==> src/rtl/dce_pkg.sv <==
package dce_pkg;

    // sizing
    localparam int COLUMN_BITS = 16;
    localparam int MAX_TAB     = 16;
    localparam int CFG_BITS    = 5;
    localparam int TAB_BITS    = $clog2(MAX_TAB + 1);
    localparam int MAX_RES     = (MAX_TAB > 4) ? MAX_TAB : 4;
    localparam int CNT_BITS    = $clog2(MAX_RES + 1);
    localparam int IDX_BITS    = $clog2(COLUMN_BITS);

    localparam logic [CFG_BITS-1:0] TAB_WIDTH_RESET = CFG_BITS'(8);

    typedef logic [COLUMN_BITS-1:0] column_t;
    typedef logic [TAB_BITS-1:0]    tab_t;
    typedef logic [CNT_BITS-1:0]    cnt_t;
    typedef logic [IDX_BITS-1:0]    idx_t;

    // expansion kinds
    typedef logic [2:0] kind_t;
    localparam kind_t KIND_PRINT = 3'd0;
    localparam kind_t KIND_TAB   = 3'd1;
    localparam kind_t KIND_ESC   = 3'd2;
    localparam kind_t KIND_CARET = 3'd3;
    localparam kind_t KIND_OCTAL = 3'd4;

    // byte codes
    localparam logic [7:0] CH_BS     = 8'h08;
    localparam logic [7:0] CH_TAB    = 8'h09;
    localparam logic [7:0] CH_LF     = 8'h0a;
    localparam logic [7:0] CH_CR     = 8'h0d;
    localparam logic [7:0] CH_SPACE  = 8'h20;
    localparam logic [7:0] CH_ZERO   = 8'h30;
    localparam logic [7:0] CH_QUEST  = 8'h3f;
    localparam logic [7:0] CH_BSLASH = 8'h5c;
    localparam logic [7:0] CH_CARET  = 8'h5e;
    localparam logic [7:0] CH_LOW_B  = 8'h62;
    localparam logic [7:0] CH_LOW_N  = 8'h6e;
    localparam logic [7:0] CH_LOW_R  = 8'h72;
    localparam logic [7:0] CH_LOW_T  = 8'h74;
    localparam logic [7:0] CH_TILDE  = 8'h7e;
    localparam logic [7:0] CH_DEL    = 8'h7f;
    localparam logic [7:0] CTRL_BIT  = 8'h40;

    // controller to datapath
    typedef struct packed {
        logic load;
        logic mod_step;
        logic emit;
    } cmd_t;

    // datapath to controller
    typedef struct packed {
        logic tab_exp;
        logic mod_done;
        logic last_char;
    } sts_t;

endpackage

==> src/rtl/display_char_expander.sv <==
// Display character expander: takes one raw text byte per transaction on the
// s_ side and sends its display characters on the m_ side, one character per
// transaction, with tlast on the final character of each byte. The running
// output column is cleared by the tuser flag before its byte and saturates
// at its maximum. Bytes are handled one at a time. An expanded tab first
// finds its tab stop in a remainder unit that walks the 16 column bits one
// per cycle; the output register then sends one character per cycle while
// the sink is ready. tab_width is written on the cfg channel, which is
// always ready; the user must write it only while no byte is in flight,
// which the block does not enforce. Values above 16 act as 16 and zero
// shows a tab as \t.
module display_char_expander (
    input  logic                          aclk,
    input  logic                          aresetn,
    input  logic                          s_tvalid,
    output logic                          s_tready,
    input  logic [7:0]                    s_tdata,  // [7:0] in_byte
    input  logic                          s_tuser,  // [0] new_line
    output logic                          m_tvalid,
    input  logic                          m_tready,
    output logic [7:0]                    m_tdata,  // [7:0] out_char
    output logic                          m_tlast,
    input  logic                          cfg_valid,
    output logic                          cfg_ready,
    input  logic [dce_pkg::CFG_BITS-1:0]  cfg_data
);
    import dce_pkg::*;

    cmd_t cmd;
    sts_t sts;

    // register writes are always taken
    assign cfg_ready = 1'b1;

    // sequencing
    dce_ctrl u_ctrl (
        .aclk     (aclk),
        .aresetn  (aresetn),
        .s_tvalid (s_tvalid),
        .s_tready (s_tready),
        .m_tvalid (m_tvalid),
        .m_tready (m_tready),
        .sts      (sts),
        .cmd      (cmd)
    );

    // expansion, column and remainder logic
    dce_datapath u_datapath (
        .aclk      (aclk),
        .aresetn   (aresetn),
        .in_byte   (s_tdata),
        .new_line  (s_tuser),
        .cfg_valid (cfg_valid),
        .cfg_data  (cfg_data),
        .cmd       (cmd),
        .sts       (sts),
        .out_char  (m_tdata),
        .out_last  (m_tlast)
    );

endmodule

==> src/rtl/dce_ctrl.sv <==
module dce_ctrl (
    input  logic          aclk,
    input  logic          aresetn,
    input  logic          s_tvalid,
    output logic          s_tready,
    output logic          m_tvalid,
    input  logic          m_tready,
    input  dce_pkg::sts_t sts,
    output dce_pkg::cmd_t cmd
);
    import dce_pkg::*;

    localparam logic [1:0] ST_IDLE = 2'd0;
    localparam logic [1:0] ST_MOD  = 2'd1;
    localparam logic [1:0] ST_EMIT = 2'd2;

    logic [1:0] state_reg, state_next;
    logic       valid_reg, valid_next;

    // next state and commands
    always_comb begin
        state_next   = state_reg;
        valid_next   = valid_reg && !m_tready;
        cmd          = '0;
        s_tready     = 1'b0;
        unique case (state_reg)
            ST_IDLE: begin
                s_tready = 1'b1;
                if (s_tvalid) begin
                    cmd.load   = 1'b1;
                    state_next = sts.tab_exp ? ST_MOD : ST_EMIT;
                end
            end
            ST_MOD: begin
                cmd.mod_step = 1'b1;
                if (sts.mod_done) begin
                    state_next = ST_EMIT;
                end
            end
            ST_EMIT: begin
                if (!valid_reg || m_tready) begin
                    cmd.emit   = 1'b1;
                    valid_next = 1'b1;
                    if (sts.last_char) begin
                        state_next = ST_IDLE;
                    end
                end
            end
            default: begin
                state_next = ST_IDLE;
            end
        endcase
    end

    // state and output valid
    always_ff @(posedge aclk) begin
        if (!aresetn) begin
            state_reg <= ST_IDLE;
            valid_reg <= 1'b0;
        end else begin
            state_reg <= state_next;
            valid_reg <= valid_next;
        end
    end

    assign m_tvalid = valid_reg;

endmodule

==> src/rtl/dce_datapath.sv <==
module dce_datapath (
    input  logic                          aclk,
    input  logic                          aresetn,
    input  logic [7:0]                    in_byte,
    input  logic                          new_line,
    input  logic                          cfg_valid,
    input  logic [dce_pkg::CFG_BITS-1:0]  cfg_data,
    input  dce_pkg::cmd_t                 cmd,
    output dce_pkg::sts_t                 sts,
    output logic [7:0]                    out_char,
    output logic                          out_last
);
    import dce_pkg::*;

    logic [CFG_BITS-1:0] tab_width_reg;
    column_t             column_reg;
    logic [7:0]          byte_reg;
    kind_t               kind_reg;
    cnt_t                n_reg;
    cnt_t                k_reg;
    tab_t                rem_reg;
    idx_t                idx_reg;
    logic [7:0]          char_reg;
    logic                last_reg;

    tab_t                tw;
    kind_t               kind_in;
    cnt_t                n_in;
    logic [TAB_BITS:0]   trial;
    tab_t                rem_new;
    logic [7:0]          char_k;
    logic [7:0]          esc_letter;
    logic [COLUMN_BITS:0] col_sum;

    // effective tab width, saturated at the largest stop
    always_comb begin
        if (int'(tab_width_reg) > MAX_TAB) begin
            tw = TAB_BITS'(MAX_TAB);
        end else begin
            tw = TAB_BITS'(tab_width_reg);
        end
    end

    // classify the incoming byte
    always_comb begin
        if (in_byte >= CH_SPACE && in_byte <= CH_TILDE) begin
            kind_in = KIND_PRINT;
            n_in    = CNT_BITS'(1);
        end else if (in_byte == CH_TAB && tw != '0) begin
            kind_in = KIND_TAB;
            n_in    = CNT_BITS'(1);
        end else if (in_byte == CH_TAB || in_byte == CH_LF || in_byte == CH_CR
                     || in_byte == CH_BS) begin
            kind_in = KIND_ESC;
            n_in    = CNT_BITS'(2);
        end else if (in_byte < CH_SPACE || in_byte == CH_DEL) begin
            kind_in = KIND_CARET;
            n_in    = CNT_BITS'(2);
        end else begin
            kind_in = KIND_OCTAL;
            n_in    = CNT_BITS'(4);
        end
    end

    // one remainder bit per cycle, column msb first
    always_comb begin
        trial = {rem_reg, column_reg[idx_reg]};
        if (trial >= {1'b0, tw}) begin
            rem_new = TAB_BITS'(trial - {1'b0, tw});
        end else begin
            rem_new = TAB_BITS'(trial);
        end
    end

    // letter after the backslash
    always_comb begin
        case (byte_reg)
            CH_LF:   esc_letter = CH_LOW_N;
            CH_CR:   esc_letter = CH_LOW_R;
            CH_TAB:  esc_letter = CH_LOW_T;
            default: esc_letter = CH_LOW_B;
        endcase
    end

    // character at position k of the expansion
    always_comb begin
        case (kind_reg)
            KIND_PRINT: char_k = byte_reg;
            KIND_TAB:   char_k = CH_SPACE;
            KIND_ESC:   char_k = (k_reg == '0) ? CH_BSLASH : esc_letter;
            KIND_CARET: begin
                if (k_reg == '0) begin
                    char_k = CH_CARET;
                end else if (byte_reg == CH_DEL) begin
                    char_k = CH_QUEST;
                end else begin
                    char_k = byte_reg | CTRL_BIT;
                end
            end
            KIND_OCTAL: begin
                if (k_reg == '0) begin
                    char_k = CH_BSLASH;
                end else if (k_reg == CNT_BITS'(1)) begin
                    char_k = CH_ZERO + {6'd0, byte_reg[7:6]};
                end else if (k_reg == CNT_BITS'(2)) begin
                    char_k = CH_ZERO + {5'd0, byte_reg[5:3]};
                end else begin
                    char_k = CH_ZERO + {5'd0, byte_reg[2:0]};
                end
            end
            default: char_k = byte_reg;
        endcase
    end

    // saturating column advance
    assign col_sum = {1'b0, column_reg} + (COLUMN_BITS + 1)'(n_reg);

    assign sts.tab_exp   = (kind_in == KIND_TAB);
    assign sts.mod_done  = (idx_reg == '0);
    assign sts.last_char = (k_reg == n_reg - CNT_BITS'(1));

    // configuration and column state
    always_ff @(posedge aclk) begin
        if (!aresetn) begin
            tab_width_reg <= TAB_WIDTH_RESET;
            column_reg    <= '0;
        end else begin
            if (cfg_valid) begin
                tab_width_reg <= cfg_data;
            end
            if (cmd.load && new_line) begin
                column_reg <= '0;
            end else if (cmd.emit && sts.last_char) begin
                column_reg <= col_sum[COLUMN_BITS] ? '1 : col_sum[COLUMN_BITS-1:0];
            end
        end
    end

    // item registers, remainder unit and output register
    always_ff @(posedge aclk) begin
        if (cmd.load) begin
            byte_reg <= in_byte;
            kind_reg <= kind_in;
            n_reg    <= n_in;
            k_reg    <= '0;
            rem_reg  <= '0;
            idx_reg  <= IDX_BITS'(COLUMN_BITS - 1);
        end
        if (cmd.mod_step) begin
            rem_reg <= rem_new;
            idx_reg <= idx_reg - IDX_BITS'(1);
            if (idx_reg == '0) begin
                n_reg <= CNT_BITS'(tw - rem_new);
            end
        end
        if (cmd.emit) begin
            char_reg <= char_k;
            last_reg <= sts.last_char;
            k_reg    <= k_reg + CNT_BITS'(1);
        end
    end

    assign out_char = char_reg;
    assign out_last = last_reg;

endmodule
==> config.mk <==
export PLATFORM = sky130hd
export DESIGN_NAME = display_char_expander
export DESIGN_NICKNAME = d
export VERILOG_FILES = /design/src/rtl/dce_pkg.sv /design/src/rtl/display_char_expander.sv /design/src/rtl/dce_ctrl.sv /design/src/rtl/dce_datapath.sv
export SDC_FILE = /design/constraint.sdc
export NUM_CORES = 1
export LEC_CHECK = 0
export BUFFER_PORTS_ARGS = -buffer_cell sky130_fd_sc_hd__buf_2
export CAP_MARGIN = 30
export CORE_MARGIN = 2
export CORE_UTILIZATION = 50
export CTS_BUF_LIST = sky130_fd_sc_hd__clkbuf_4
export DETAILED_ROUTE_END_ITERATION = 7
export PLACE_DENSITY = 0.76
export SLEW_MARGIN = 0
export SYNTH_ARGS = -nofsm -noshare
export SYNTH_HDL_FRONTEND = slang
export SYNTH_HIERARCHICAL = 1
export SYNTH_SLANG_ARGS = --single-unit
==> constraint.sdc <==
create_clock -name aclk -period 5.05 [get_ports aclk]
set_clock_uncertainty 0.2 [all_clocks]
set_input_delay 0.7575 -clock aclk [delete_from_list [all_inputs] [get_ports aclk]]
set_output_delay 0.7575 -clock aclk [all_outputs]
set_load 0.03 [all_outputs]
## After elaboration in Yosys (flattened, before gate mapping)

Index checks and enable logic that the tools add are counted.
Widths: inputs -> output; s select.

| storage, ports and cells | value |
|---|---|
| register bits after elaboration | 63 |
| input port bits | 19 |
| output and inout bits | 12 |
| word-level logic and storage cells | 114 |

| operators by class | value |
|---|---|
| add/sub/neg operators | 9 |
| $lt $le $gt $ge | 6 |
| equality and inequality tests | 23 |
| muxes and demuxes | 43 |
| bitwise logic cells | 1 |
| reduce and logical (&&, ||, !) cells | 20 |

Operators with widths:

| cell | number |
|---|---|
| $eq 8x4->1 const B | 7 |
| $mux 5 | 11 |
| $mux 8 | 5 |
| $pmux 8 s4 | 1 |
| $add 16x5->17 | 1 |
| $eq 8x7->1 const B | 2 |
| $mux 16 | 1 |
| $mux 3 | 5 |
| $pmux 5 s3 | 1 |
| $add 6x3->7 const A | 2 |
| $mux 2 | 5 |
| $sub 5x5->5 | 2 |
| $mux 1 | 9 |
| $ge 8x6->1 const B | 1 |
| $le 8x7->1 const B | 1 |
| $lt 8x6->1 const B | 1 |
| $mux 4 | 2 |
| $add 6x2->7 const A | 1 |
| $eq 3x1->1 const B | 2 |
| $eq 3x2->1 const B | 2 |
| $ge 6x5->1 | 1 |
| $mux 6 | 1 |
| $pmux 2 s3 | 1 |
| $add 5x1->5 const B | 1 |
| 24 further kinds | 36 |

## Longest topological paths before layout

Gate-level depths: netlist of run 1.

| depth | value |
|---|---|
| depth after elaboration | 11 |
| depth in mapped cells | 21 |

## By module

Netlist of run 1, hierarchy kept.

Modules (own cells, without submodules):

| module | times used | cells each | area an instance (um^2) | seq. area each (um^2) |
|---|---|---|---|---|
| dce_datapath | 1 | 419 | 3,878.7 | 1,541.5 |
| dce_ctrl | 1 | 17 | 153.9 | 60.1 |
| display_char_expander | 1 | 2 | 11.3 | 0.0 |

## Worst setup path after synthesis of run 1

No wires, ideal clock.

| timing path | value |
|---|---|
| path type | register to register |
| from | register u_datapath.idx_reg[0] |
| to | register u_datapath.n_reg[4] |
| setup time | 128 ps |
| arrival time | 4,226 ps |
| slack | 497 ps |
| stages on the path, launching flop included | 22 |
| path buffers | 2 |
| period minus slack after synthesis | 4,553 ps |
| cells stage by stage | edfxtp_1 -> buf_2 -> mux2i_1 -> a221oi_1 -> nor2_1 -> o21ai_1 -> inv_1 -> ha_1 -> fa_1 -> nor2b_1 -> o21ai_0 -> a21boi_1 -> or2_1 -> clkbuf_1 -> nor2_1 -> a21o_1 -> fa_1 -> a21o_1 -> a21oi_1 -> xnor2_1 -> xnor2_1 -> o21ai_1 |

| between the ends | value |
|---|---|
| longest elaborated chain between the ends | 7 |
| elaborated cells on any way between the ends | 9 |

RTL lines:

| item | line | text |
|---|---|---|
| start, declared | dce_datapath.sv:22 | `idx_t idx_reg;` |
| start signal, assigned | dce_datapath.sv:147 | `idx_reg <= IDX_BITS'(COLUMN_BITS - 1);` |
| start signal, assigned | dce_datapath.sv:151 | `idx_reg <= idx_reg - IDX_BITS'(1);` |
| $bmux 1 s4 | dce_datapath.sv:67 | `trial = {rem_reg, column_reg[idx_reg]};` |
| $mux 1 (implied by the code) | dce_datapath.sv:67 |  |
| $sub 5x5->5 / $ge 6x5->1 (equally long branches) | dce_datapath.sv:69, dce_datapath.sv:68 |  |
| $mux 5 | dce_datapath.sv:68 | `if (trial >= {1'b0, tw}) begin` |
| $sub 5x5->5 | dce_datapath.sv:153 | `n_reg <= CNT_BITS'(tw - rem_new);` |
| $mux 5 * | dce_datapath.sv:152 | `if (idx_reg == '0) begin` |
| $mux 5 * | dce_datapath.sv:149 | `if (cmd.mod_step) begin` |
| end signal, assigned | dce_datapath.sv:144 | `n_reg <= n_in;` |
| end signal, assigned | dce_datapath.sv:153 |  |
| end, declared | dce_datapath.sv:19 | `cnt_t n_reg;` |

Every way passes the cells marked *; elsewhere a longest branch is shown, timed or not. The select of a mux whose other input is x is not followed.
A chain may end at the register's enable or synchronous reset.

## Final worst setup path of run 1

Ends and elaborated chain as after synthesis.

==> results of run 1 <==
-- through the flow --
step / worst slack (ns) / total power (uW) / util, %
2_1_floorplan: 0.497 / 834 / -
3_3_place_gp: 0.459 / 894 / 54.9
3_5_place_dp: 0.259 / 903 / 54.9
4_1_cts: 0.259 / 1220 / 56.5
5_1_grt: 0.000450 / 1280 / 56.7
6_report: 0.345 / 1210 / 56.7
-- worst max-delay path, cell delays in order, from the launching register on --
cell                       delay (ns)
sky130_fd_sc_hd__edfxtp_1        0.56
sky130_fd_sc_hd__mux2i_1         0.18
sky130_fd_sc_hd__a221oi_1        0.39
sky130_fd_sc_hd__nor2_1          0.11
sky130_fd_sc_hd__o21ai_2         0.24
sky130_fd_sc_hd__inv_1           0.08
sky130_fd_sc_hd__ha_1            0.21
sky130_fd_sc_hd__fa_1            0.38
sky130_fd_sc_hd__nor2b_1         0.16
sky130_fd_sc_hd__o21ai_0         0.13
sky130_fd_sc_hd__a21boi_1        0.19
sky130_fd_sc_hd__or2_1           0.30
sky130_fd_sc_hd__nor2_1          0.09
sky130_fd_sc_hd__a21o_1          0.20
sky130_fd_sc_hd__fa_1            0.45
sky130_fd_sc_hd__a21o_1          0.19
sky130_fd_sc_hd__a21oi_1         0.16
sky130_fd_sc_hd__xnor2_1         0.16
sky130_fd_sc_hd__xnor2_1         0.15
sky130_fd_sc_hd__o21ai_1         0.07
-- per-layer routing --
layer	wire length [um]	track usage, %	vias to the layer above
li1	-	-	1654
met1	3980	27.8	1603
met2	4340	34.9	100
met3	462	3.13	11
met4	141	10.5	0
met5	0	0	-
-- report_power, final --
group          switching (uW)  leakage (uW)  internal, uW  total (uW)
logic                     169       0.00112           114         282
registers                35.8      0.000555           577         613
clock network             212     0.0000669           106         317
-- cell type report --
type / count / area share, %
repair buffers: 33 / 3.98
multi-input cells: 325 / 51.1
flip-flops and latches: 63 / 36.4
inverters: 34 / 2.90
clock inverters: 7 / 1.28
well taps: 102 / 2.90
clock buffers: 9 / 1.53
-- synthesized netlist by cell type (10+ instances only) --
cell	count	share of area, %
sky130_fd_sc_hd__xor2_1	10	2.2
sky130_fd_sc_hd__ha_1	20	6.2
sky130_fd_sc_hd__a21oi_1	17	2.1
sky130_fd_sc_hd__nor3_1	11	1.4
sky130_fd_sc_hd__nand2_1	36	3.3
sky130_fd_sc_hd__mux2i_1	13	3.2
sky130_fd_sc_hd__inv_1	34	3.2
sky130_fd_sc_hd__clkbuf_1	11	1.0
sky130_fd_sc_hd__dfxtp_1	29	14
sky130_fd_sc_hd__o21ai_0	22	2.7
sky130_fd_sc_hd__edfxtp_1	34	25
sky130_fd_sc_hd__nor2_1	44	4.1
sky130_fd_sc_hd__xnor2_1	15	3.2
-- what timing repair did --
item,CTS,global route
resized for setup,0,1
buffers inserted,0,2
setup endpoints to repair,0,1
-- worst paths after layout --
| path | endpoint | slack, ns | depth (start not counted) |
|---|---|---|---|
| setup / recovery | u_datapath/n_reg[4] | 0.35 | 19 |
| hold / removal | u_ctrl/state_reg[0] | 0.32 | 1 |
| setup reg to reg | u_datapath/n_reg[4] | 0.35 | 19 |
| hold reg to reg | u_ctrl/state_reg[0] | 0.32 | 1 |
-- cell families (layout without fill, tap and decap cells) --
family          Yosys count  in the layout  share of synthesized area (%)
buf+inv                  50             83                           4.89
other cells               1              1                         0.0927
compound gates          110            110                           19.1
fa+ha+maj                23             23                           7.67
mux                      16             16                           4.61
xor+xnor                 25             25                           5.41
simple gates            150            150                           18.6
flops                    63             63                           39.6
-- cells in the final DEF (no fill, tap or decap), types with 6 or more instances in the layout --
cell                       count
sky130_fd_sc_hd__nor4_1        9
sky130_fd_sc_hd__dfxtp_1      29
sky130_fd_sc_hd__ha_1         20
sky130_fd_sc_hd__clkbuf_4      9
sky130_fd_sc_hd__xnor2_1      15
sky130_fd_sc_hd__o21ai_1       7
sky130_fd_sc_hd__nand2_1      36
sky130_fd_sc_hd__mux2i_1      13
sky130_fd_sc_hd__a21oi_1      17
sky130_fd_sc_hd__nand3_1       8
sky130_fd_sc_hd__nor2b_1       7
sky130_fd_sc_hd__inv_1        34
sky130_fd_sc_hd__nor3_1       11
sky130_fd_sc_hd__buf_2        29
sky130_fd_sc_hd__xor2_1       10
sky130_fd_sc_hd__nor2_1       44
sky130_fd_sc_hd__a21o_1        6
sky130_fd_sc_hd__a31oi_1       9
sky130_fd_sc_hd__o21ai_0      22
sky130_fd_sc_hd__edfxtp_1     34
==> flow_summary.toml, run 1 <==
[timing]
rsz0062_at_grt = "false"
max-slew-margin-rel_pct = 36.0
fmax_mhz = 213
slew_viol_final = 0
fin_worst_hold_slack_ns = 0.316
finalSetupTns_ns = 0
final_min_period_over_clock_period_pct = 93.2
timing.final.setup_violations = 0
timing.final.crit_period_ns = 4.70
timing_worst_slew_pin_value_ns = 0.957
hold_viol_final = 0

[floorplanning]
boundaryPins = 31
fp.dieArea_sq_um = 8820
die_width_um = 93.9
die-height_um = 93.9
core_area_sq_um = 7770
floorplan.rows = 32
initial_utilization_pct = 52.1

[worst_setup_path]
timing.setup.critical_path_class = "flop to flop"
crit_path_start_kind = "flop"
worstSetupEndpointType = "flop"
critical_path_startpoint = "u_datapath/idx_reg[0]"
reg2reg_launch_point = "u_datapath/idx_reg[0]"
cp.required_ns = 5.17
cp_max_fo = 8
crit_arrival_ns = 4.83

[clocking]
cts.root.buffer_cell = "sky130_fd_sc_hd__clkbuf_4"
holdBufCountCts = 0
tritoncts = "built"
clock_buffer_count_from_cts = 9
insertion_delay_ns = 0.43
h-tree-depth = 3
clock-sinks = 63
clk_pin_slew_ns = 0.12
clock_tree.buffer_depth = 2

[synthesis]
netlist-cell-type-count = 73
synth_seq_cells = 63
ys.warnings.count = 6
number_of_synthesized_flops_with_an_enable_pin = 34
synth_cells = 438
ys.flop_type = "sky130_fd_sc_hd__edfxtp_1"
syn-mean-instance-area_sq_um = 9.23
synth-async-reset-ratio_pct = 0
netlist_area_sq_um = 4040
synthesis.nets = 480
synth-seq-area-share_pct = 39.6

[routing]
routed-via-count = 3368
drt-total-wl_um = 8930
drt-initial-drc-count = 161
route.antenna.remaining_nets = 0
wl_per_cell_um = 15.6
route.detailed.vias_per_inst = 5.88
drtPass1Iterations = 5
drcViolationCount = 0

[hold_path]
hp-start = "u_ctrl/state_reg[1]"
hold_path.class = "flop to flop"

[layout]
seqCellArea_sq_um = 1600
fillers = 696
multiInputGateArea_sq_um = 2250
synthToLayoutAreaGrowth_pct = 8.91
largest_register_ff_count = 16
post_layout_nonfiller_instances = 573
finalInstanceArea_sq_um = 4400
drive_above_1_share_pct = 14.0
design.final.nets = 508
antenna-diode-count = 0

[power]
static-leakage-power_uw = 0.00174
vdd_ir_drop_max_v = 0.000193
total_power_divided_by_cell_area_nw_per_um2 = 275

[global_routing]
first_global_vias = 3213
first_pass_grt_wire_length_um = 14700
grt_start_max_net_pins = 23
number_of_antenna_violations_at_the_first_check_in_global_routing = 0
globalRouteTotalUtil_pct = 21.4
grt.overflow.total = 0

[placement]
placed_instance_count = 555
hpwl_um = 6580
port_buffers = 29
dpl_cell_area_sq_um = 4260
place.gp.congestion = 0.896

[run_status]
status = "completed"

[job]
drv_cap = 0
Power figures use the tool's default switching activity.
==> inputs of run 2 (changes only) <==
--- a/config.mk
+++ b/config.mk
@@ -11,7 +11,7 @@
 export CORE_UTILIZATION = 50
 export CTS_BUF_LIST = sky130_fd_sc_hd__clkbuf_4
 export DETAILED_ROUTE_END_ITERATION = 7
-export PLACE_DENSITY = 0.76
+export PLACE_DENSITY = 0.79
 export SLEW_MARGIN = 0
 export SYNTH_ARGS = -nofsm -noshare
 export SYNTH_HDL_FRONTEND = slang
==> constraint.sdc (replaced) <==
create_clock -name aclk -period 4 [get_ports aclk]
set_clock_uncertainty 0.2 [all_clocks]
set_input_delay 0.6 -clock aclk [delete_from_list [all_inputs] [get_ports aclk]]
set_output_delay 0.6 -clock aclk [all_outputs]
set_load 0.05 [all_outputs]
==> run 2 against run 1 <==
Net effect:
- the flow now finishes with violations (negative setup slack)
- sequential power up 26%
- final cell count is 3.0% higher
- utilization rose by 3.4 points
- non-clock buffer count grew 17
- via count is 2.9% higher
- worst setup slack got worse by 0.41 ns
- count of clock-buffer cells in the layout stayed put
- combinational power is 51% higher
- critical path type unchanged
==> flow_summary.toml, run 2 (synthesis results as in run 1) <==
[run_status]
status = "finished with violations"
violated_checks = "negative setup slack"

[timing]
timing.final.setup_violations = 1
fmax_mhz = 246
timing_worst_slew_pin_value_ns = 0.888
slew_viol_final = 0
max-slew-margin-rel_pct = 40.7
rsz0062_at_grt = "true"
hold_viol_final = 0
timing.final.crit_period_ns = 4.06
final_min_period_over_clock_period_pct = 102
worst_slack_ns = -0.0646
fin_worst_hold_slack_ns = 0.168

[worst_setup_path]
critical_path_startpoint = "u_datapath/idx_reg[0]"
crit_path_start_kind = "flop"
cp.required_ns = 4.11
worstSetupEndpointType = "flop"
cp_max_fo = 7
timing.setup.critical_path_class = "flop to flop"
crit_slowest_cell = "sky130_fd_sc_hd__edfxtp_1"
crit_arrival_ns = 4.18
crit_path_cell_trace = "mux2i_1, a221oi_2, buf_4, a22oi_2, o21ai_2, inv_2, ha_4, fa_2, nor2b_4, o21ai_4, a21boi_2, or2_4, nor2_2, a21o_1, fa_2, a21o_1, a21oi_2, xnor2_2, xnor2_1, o21ai_1"
reg2reg_launch_point = "u_datapath/idx_reg[0]"
worst_path_largest_cell_delay_ns = 0.56

[layout]
seqCellArea_sq_um = 1600
multiInputGateArea_sq_um = 2330
antenna-diode-count = 0
design.final.nets = 525
mostFrequentLayoutCell = "sky130_fd_sc_hd__nor2_1"
drive_above_1_share_pct = 20.1
fillers = 629
synthToLayoutAreaGrowth_pct = 15.3
largest_register_ff_count = 16
finalInstanceArea_sq_um = 4660
final_core_util_pct = 60.1
layout.cells.most_common_list = "43 x sky130_fd_sc_hd__nor2_1, 36 x sky130_fd_sc_hd__nand2_1, 34 x sky130_fd_sc_hd__edfxtp_1, 33 x sky130_fd_sc_hd__inv_1"

[floorplanning]
die-height_um = 93.9
floorplan.rows = 32
fp.dieArea_sq_um = 8820
die_width_um = 93.9
initial_utilization_pct = 52.1
core_area_sq_um = 7770
boundaryPins = 31

[global_routing]
first_pass_grt_wire_length_um = 15600
grt.overflow.total = 0
number_of_antenna_violations_at_the_first_check_in_global_routing = 0
globalRouteTotalUtil_pct = 22.5
grt_start_max_net_pins = 23
first_global_vias = 3332

[routing]
routed-via-count = 3464
route.detailed.vias_per_inst = 5.87
route.antenna.remaining_nets = 0
drcViolationCount = 0
drt-total-wl_um = 9300
drt-initial-drc-count = 241
wl_per_cell_um = 15.8
drtPass1Iterations = 5

[clocking]
clock-sinks = 63
h-tree-depth = 3
clk_pin_slew_ns = 0.12
clock_buffer_count_from_cts = 9
insertion_delay_ns = 0.43
cts.root.buffer_cell = "sky130_fd_sc_hd__clkbuf_4"
clock_tree.buffer_depth = 2
tritoncts = "built"
holdBufCountCts = 0

[power]
total_power_divided_by_cell_area_nw_per_um2 = 366
total_design_power_uw = 1710
static-leakage-power_uw = 0.00187
vdd_ir_drop_max_v = 0.000215

[hold_path]
hold_path.class = "input pin to flop"
hp-start = "s_tdata[6]"

[placement]
place.gp.congestion = 0.985
dpl_cell_area_sq_um = 4380
port_buffers = 29
hpwl_um = 6540

[job]
drv_cap = 0
-- run 2: timing repair --
item,CTS,global route
pin swaps,6,9
resized for setup,4,11
cloned,0,0
endpoints found under the setup margin,1,4
buffers inserted,3,5
-- run 2: worst max-delay path: cells and delay by family (launching register included) --
family | cells | cell delay, ns
buffers and inverters | 2 | 0.22
xor gates and xnor gates | 2 | 0.28
muxes | 1 | 0.19
adders and majority gates | 3 | 0.88
DFF | 1 | 0.56
AOI/OAI and AO/OA | 9 | 1.25
and+or+nand+nor | 3 | 0.40
-- run 2: worst paths after layout --
path | cells after the start | endpoint | slack [ns]
min reg2reg | 1 | u_ctrl/state_reg[0] | 0.31
min | 1 | u_datapath/byte_reg[6] | 0.17
max reg2reg | 20 | u_datapath/n_reg[4] | -0.06
max | 20 | u_datapath/n_reg[4] | -0.06
-- run 2: layout make-up --
type                    count  area share (%)
multi-input cells         325            50.0
flip-flops and latches     63            34.3
repair buffers             50            6.65
inverters                  34            2.74
well taps                 102            2.74
clock inverters             7            2.07
clock buffers               9            1.45
-- run 2: routing by layer --
metal | routed length, um | up-vias | share of wire (%) | GRT usage [%]
met2 | 4730 | 107 | 51 | 37.7
met1 | 3920 | 1644 | 42 | 28.4
li1 | - | 1696 | - | -
met4 | 167 | 0 | 1.8 | 8.94
met3 | 468 | 17 | 5.0 | 4.33
met5 | 0 | - | 0 | 0
-- run 2: per-stage QoR --
step                setup slack [ns]  instances  TNS [ns]
finish                       -0.0646        590   -0.0646
global route                  -0.315        590    -0.697
CTS                           0.0144        585         0
detailed placement            -0.133        566    -0.133
global placement              0.0226        566         0
floorplan                     0.0204        438         0
-- run 2: where the power goes --
group | internal, uW | switching, uW | total [uW]
Combinational | 179 | 245 | 425
Sequential | 729 | 45.4 | 774
Clock | 254 | 255 | 509
==> inputs of run 3 (changes only) <==
--- a/config.mk
+++ b/config.mk
@@ -11,7 +11,7 @@
 export CORE_UTILIZATION = 50
 export CTS_BUF_LIST = sky130_fd_sc_hd__clkbuf_4
 export DETAILED_ROUTE_END_ITERATION = 7
-export PLACE_DENSITY = 0.79
+export PLACE_DENSITY = 0.76
 export SLEW_MARGIN = 0
 export SYNTH_ARGS = -nofsm -noshare
 export SYNTH_HDL_FRONTEND = slang
==> constraint.sdc (replaced) <==
create_clock -name aclk -period 5.2 [get_ports aclk]
set_clock_uncertainty 0.2 [all_clocks]
set_input_delay 0.78 -clock aclk [delete_from_list [all_inputs] [get_ports aclk]]
set_output_delay 0.78 -clock aclk [all_outputs]
set_load 0.05 [all_outputs]
==> run 3 against run 2 <==
Net effect:
- the flow now finishes without violations
- total power fell by 25%
- hold slack improved by 0.15 ns
- fmax fell by 16%
- critical path depth did not move
==> flow_summary.toml, run 3 (synthesis results as in run 1) <==
[placement]
hpwl_um = 6590
placed_instance_count = 555
place.gp.congestion = 0.913
dpl_cell_area_sq_um = 4260
port_buffers = 29
post-place-ws_ns = 0.360

[timing]
timing_worst_slew_pin_value_ns = 0.901
timing.final.crit_period_ns = 4.83
worst_slack_ns = 0.374
timing.final.setup_violations = 0
max-slew-margin-rel_pct = 39.9
finalSetupTns_ns = 0
hold_viol_final = 0
final_min_period_over_clock_period_pct = 92.8
rsz0062_at_grt = "false"
slew_viol_final = 0
fmax_mhz = 207

[clocking]
clock_tree.buffer_depth = 2
clock_buffer_count_from_cts = 9
clock-sinks = 63
clk_pin_slew_ns = 0.13
h-tree-depth = 3
cts.root.buffer_cell = "sky130_fd_sc_hd__clkbuf_4"
insertion_delay_ns = 0.42
holdBufCountCts = 0
tritoncts = "built"

[floorplanning]
boundaryPins = 31
initial_utilization_pct = 52.1
fp.dieArea_sq_um = 8820
die_width_um = 93.9
core_area_sq_um = 7770
floorplan.rows = 32
die-height_um = 93.9

[layout]
drive_above_1_share_pct = 14.0
post_layout_nonfiller_instances = 573
layout.cells.most_common_list = "44 x sky130_fd_sc_hd__nor2_1, 36 x sky130_fd_sc_hd__nand2_1, 34 x sky130_fd_sc_hd__inv_1, 34 x sky130_fd_sc_hd__edfxtp_1"
mostFrequentLayoutCell = "sky130_fd_sc_hd__nor2_1"
finalInstanceArea_sq_um = 4450
design.final.nets = 508
synthToLayoutAreaGrowth_pct = 9.93
antenna-diode-count = 0
largest_register_ff_count = 16
fillers = 676

[worst_setup_path]
timing.setup.critical_path_class = "flop to flop"
cp.required_ns = 5.30
crit_arrival_ns = 4.93
crit_path_start_kind = "flop"
worstSetupEndpointType = "flop"
cp_max_fo = 8

[global_routing]
number_of_antenna_violations_at_the_first_check_in_global_routing = 0
first_global_vias = 3303
grt_start_max_net_pins = 23
first_pass_grt_wire_length_um = 15500
globalRouteTotalUtil_pct = 22.3
grt.overflow.total = 0

[power]
total_power_divided_by_cell_area_nw_per_um2 = 288
total_design_power_uw = 1280
static-leakage-power_uw = 0.00176
vdd_ir_drop_max_v = 0.000176

[routing]
drt-initial-drc-count = 264
drtPass1Iterations = 5
routed-via-count = 3436
route.antenna.remaining_nets = 0
drcViolationCount = 0
route.detailed.vias_per_inst = 6.00
wl_per_cell_um = 16.0
drt-total-wl_um = 9190

[job]
drv_cap = 0

[hold_path]
hold_path.class = "flop to flop"

[run_status]
status = "completed"
run 3: power by group:
part           internal [uW]  total [uW]  switching, uW
clock                    195         394            198
combinational            110         289            178
sequential               560         597           36.1
run 3: per-stage QoR:
stage	hold WS [ns]	utilization, %
after floorplan	0.263	-
after global placement	0.286	54.9
after detailed placement	0.296	54.9
after CTS	0.315	57.0
after global routing	0.329	57.2
final	0.317	57.2
run 3: final timing paths:
path,start,to,slack [ns],cells after the start
hold / removal,u_ctrl/state_reg[1],u_ctrl/state_reg[0],0.32,1
setup reg to reg,u_datapath/idx_reg[0],u_datapath/n_reg[4],0.37,20
setup / recovery,u_datapath/idx_reg[0],u_datapath/n_reg[4],0.37,20
hold reg to reg,u_ctrl/state_reg[1],u_ctrl/state_reg[0],0.32,1
run 3: final cells by class:
cell class              instances  area (sq um)  area share (%)
flip-flops and latches         63          1600            36.0
repair buffers                 33           175            3.94
clock inverters                 7          97.6            2.20
inverters                      34           128            2.87
multi-input cells             325          2250            50.6
well taps                     102           128            2.87
clock buffers                   9          67.6            1.52
run 3: worst max-delay path: stages (launching register included):
cell and delay [ns]:
sky130_fd_sc_hd__edfxtp_1 0.56, sky130_fd_sc_hd__mux2i_1 0.17, sky130_fd_sc_hd__a221oi_1 0.39, sky130_fd_sc_hd__nor2_1 0.11, sky130_fd_sc_hd__o21ai_2 0.22, sky130_fd_sc_hd__inv_1 0.07, sky130_fd_sc_hd__ha_1 0.21, sky130_fd_sc_hd__fa_1 0.39
sky130_fd_sc_hd__nor2b_1 0.17, sky130_fd_sc_hd__o21ai_0 0.12, sky130_fd_sc_hd__a21boi_1 0.17, sky130_fd_sc_hd__buf_4 0.16, sky130_fd_sc_hd__or2_1 0.26, sky130_fd_sc_hd__nor2_1 0.09, sky130_fd_sc_hd__a21o_1 0.20, sky130_fd_sc_hd__fa_1 0.46
sky130_fd_sc_hd__a21o_1 0.19, sky130_fd_sc_hd__a21oi_1 0.16, sky130_fd_sc_hd__xnor2_1 0.16, sky130_fd_sc_hd__xnor2_1 0.16, sky130_fd_sc_hd__o21ai_1 0.09
run 3: repair_timing:
item	in CTS	in global routing
resized for setup	0	1
setup endpoints to repair	0	1
buffers inserted	0	2
run 3: layer usage:
metal  track usage, %  share of wire [%]
met2             35.7                 48
met1             29.8                 45
met3             3.13                4.8
met4             10.4                2.4
met5                0                  0
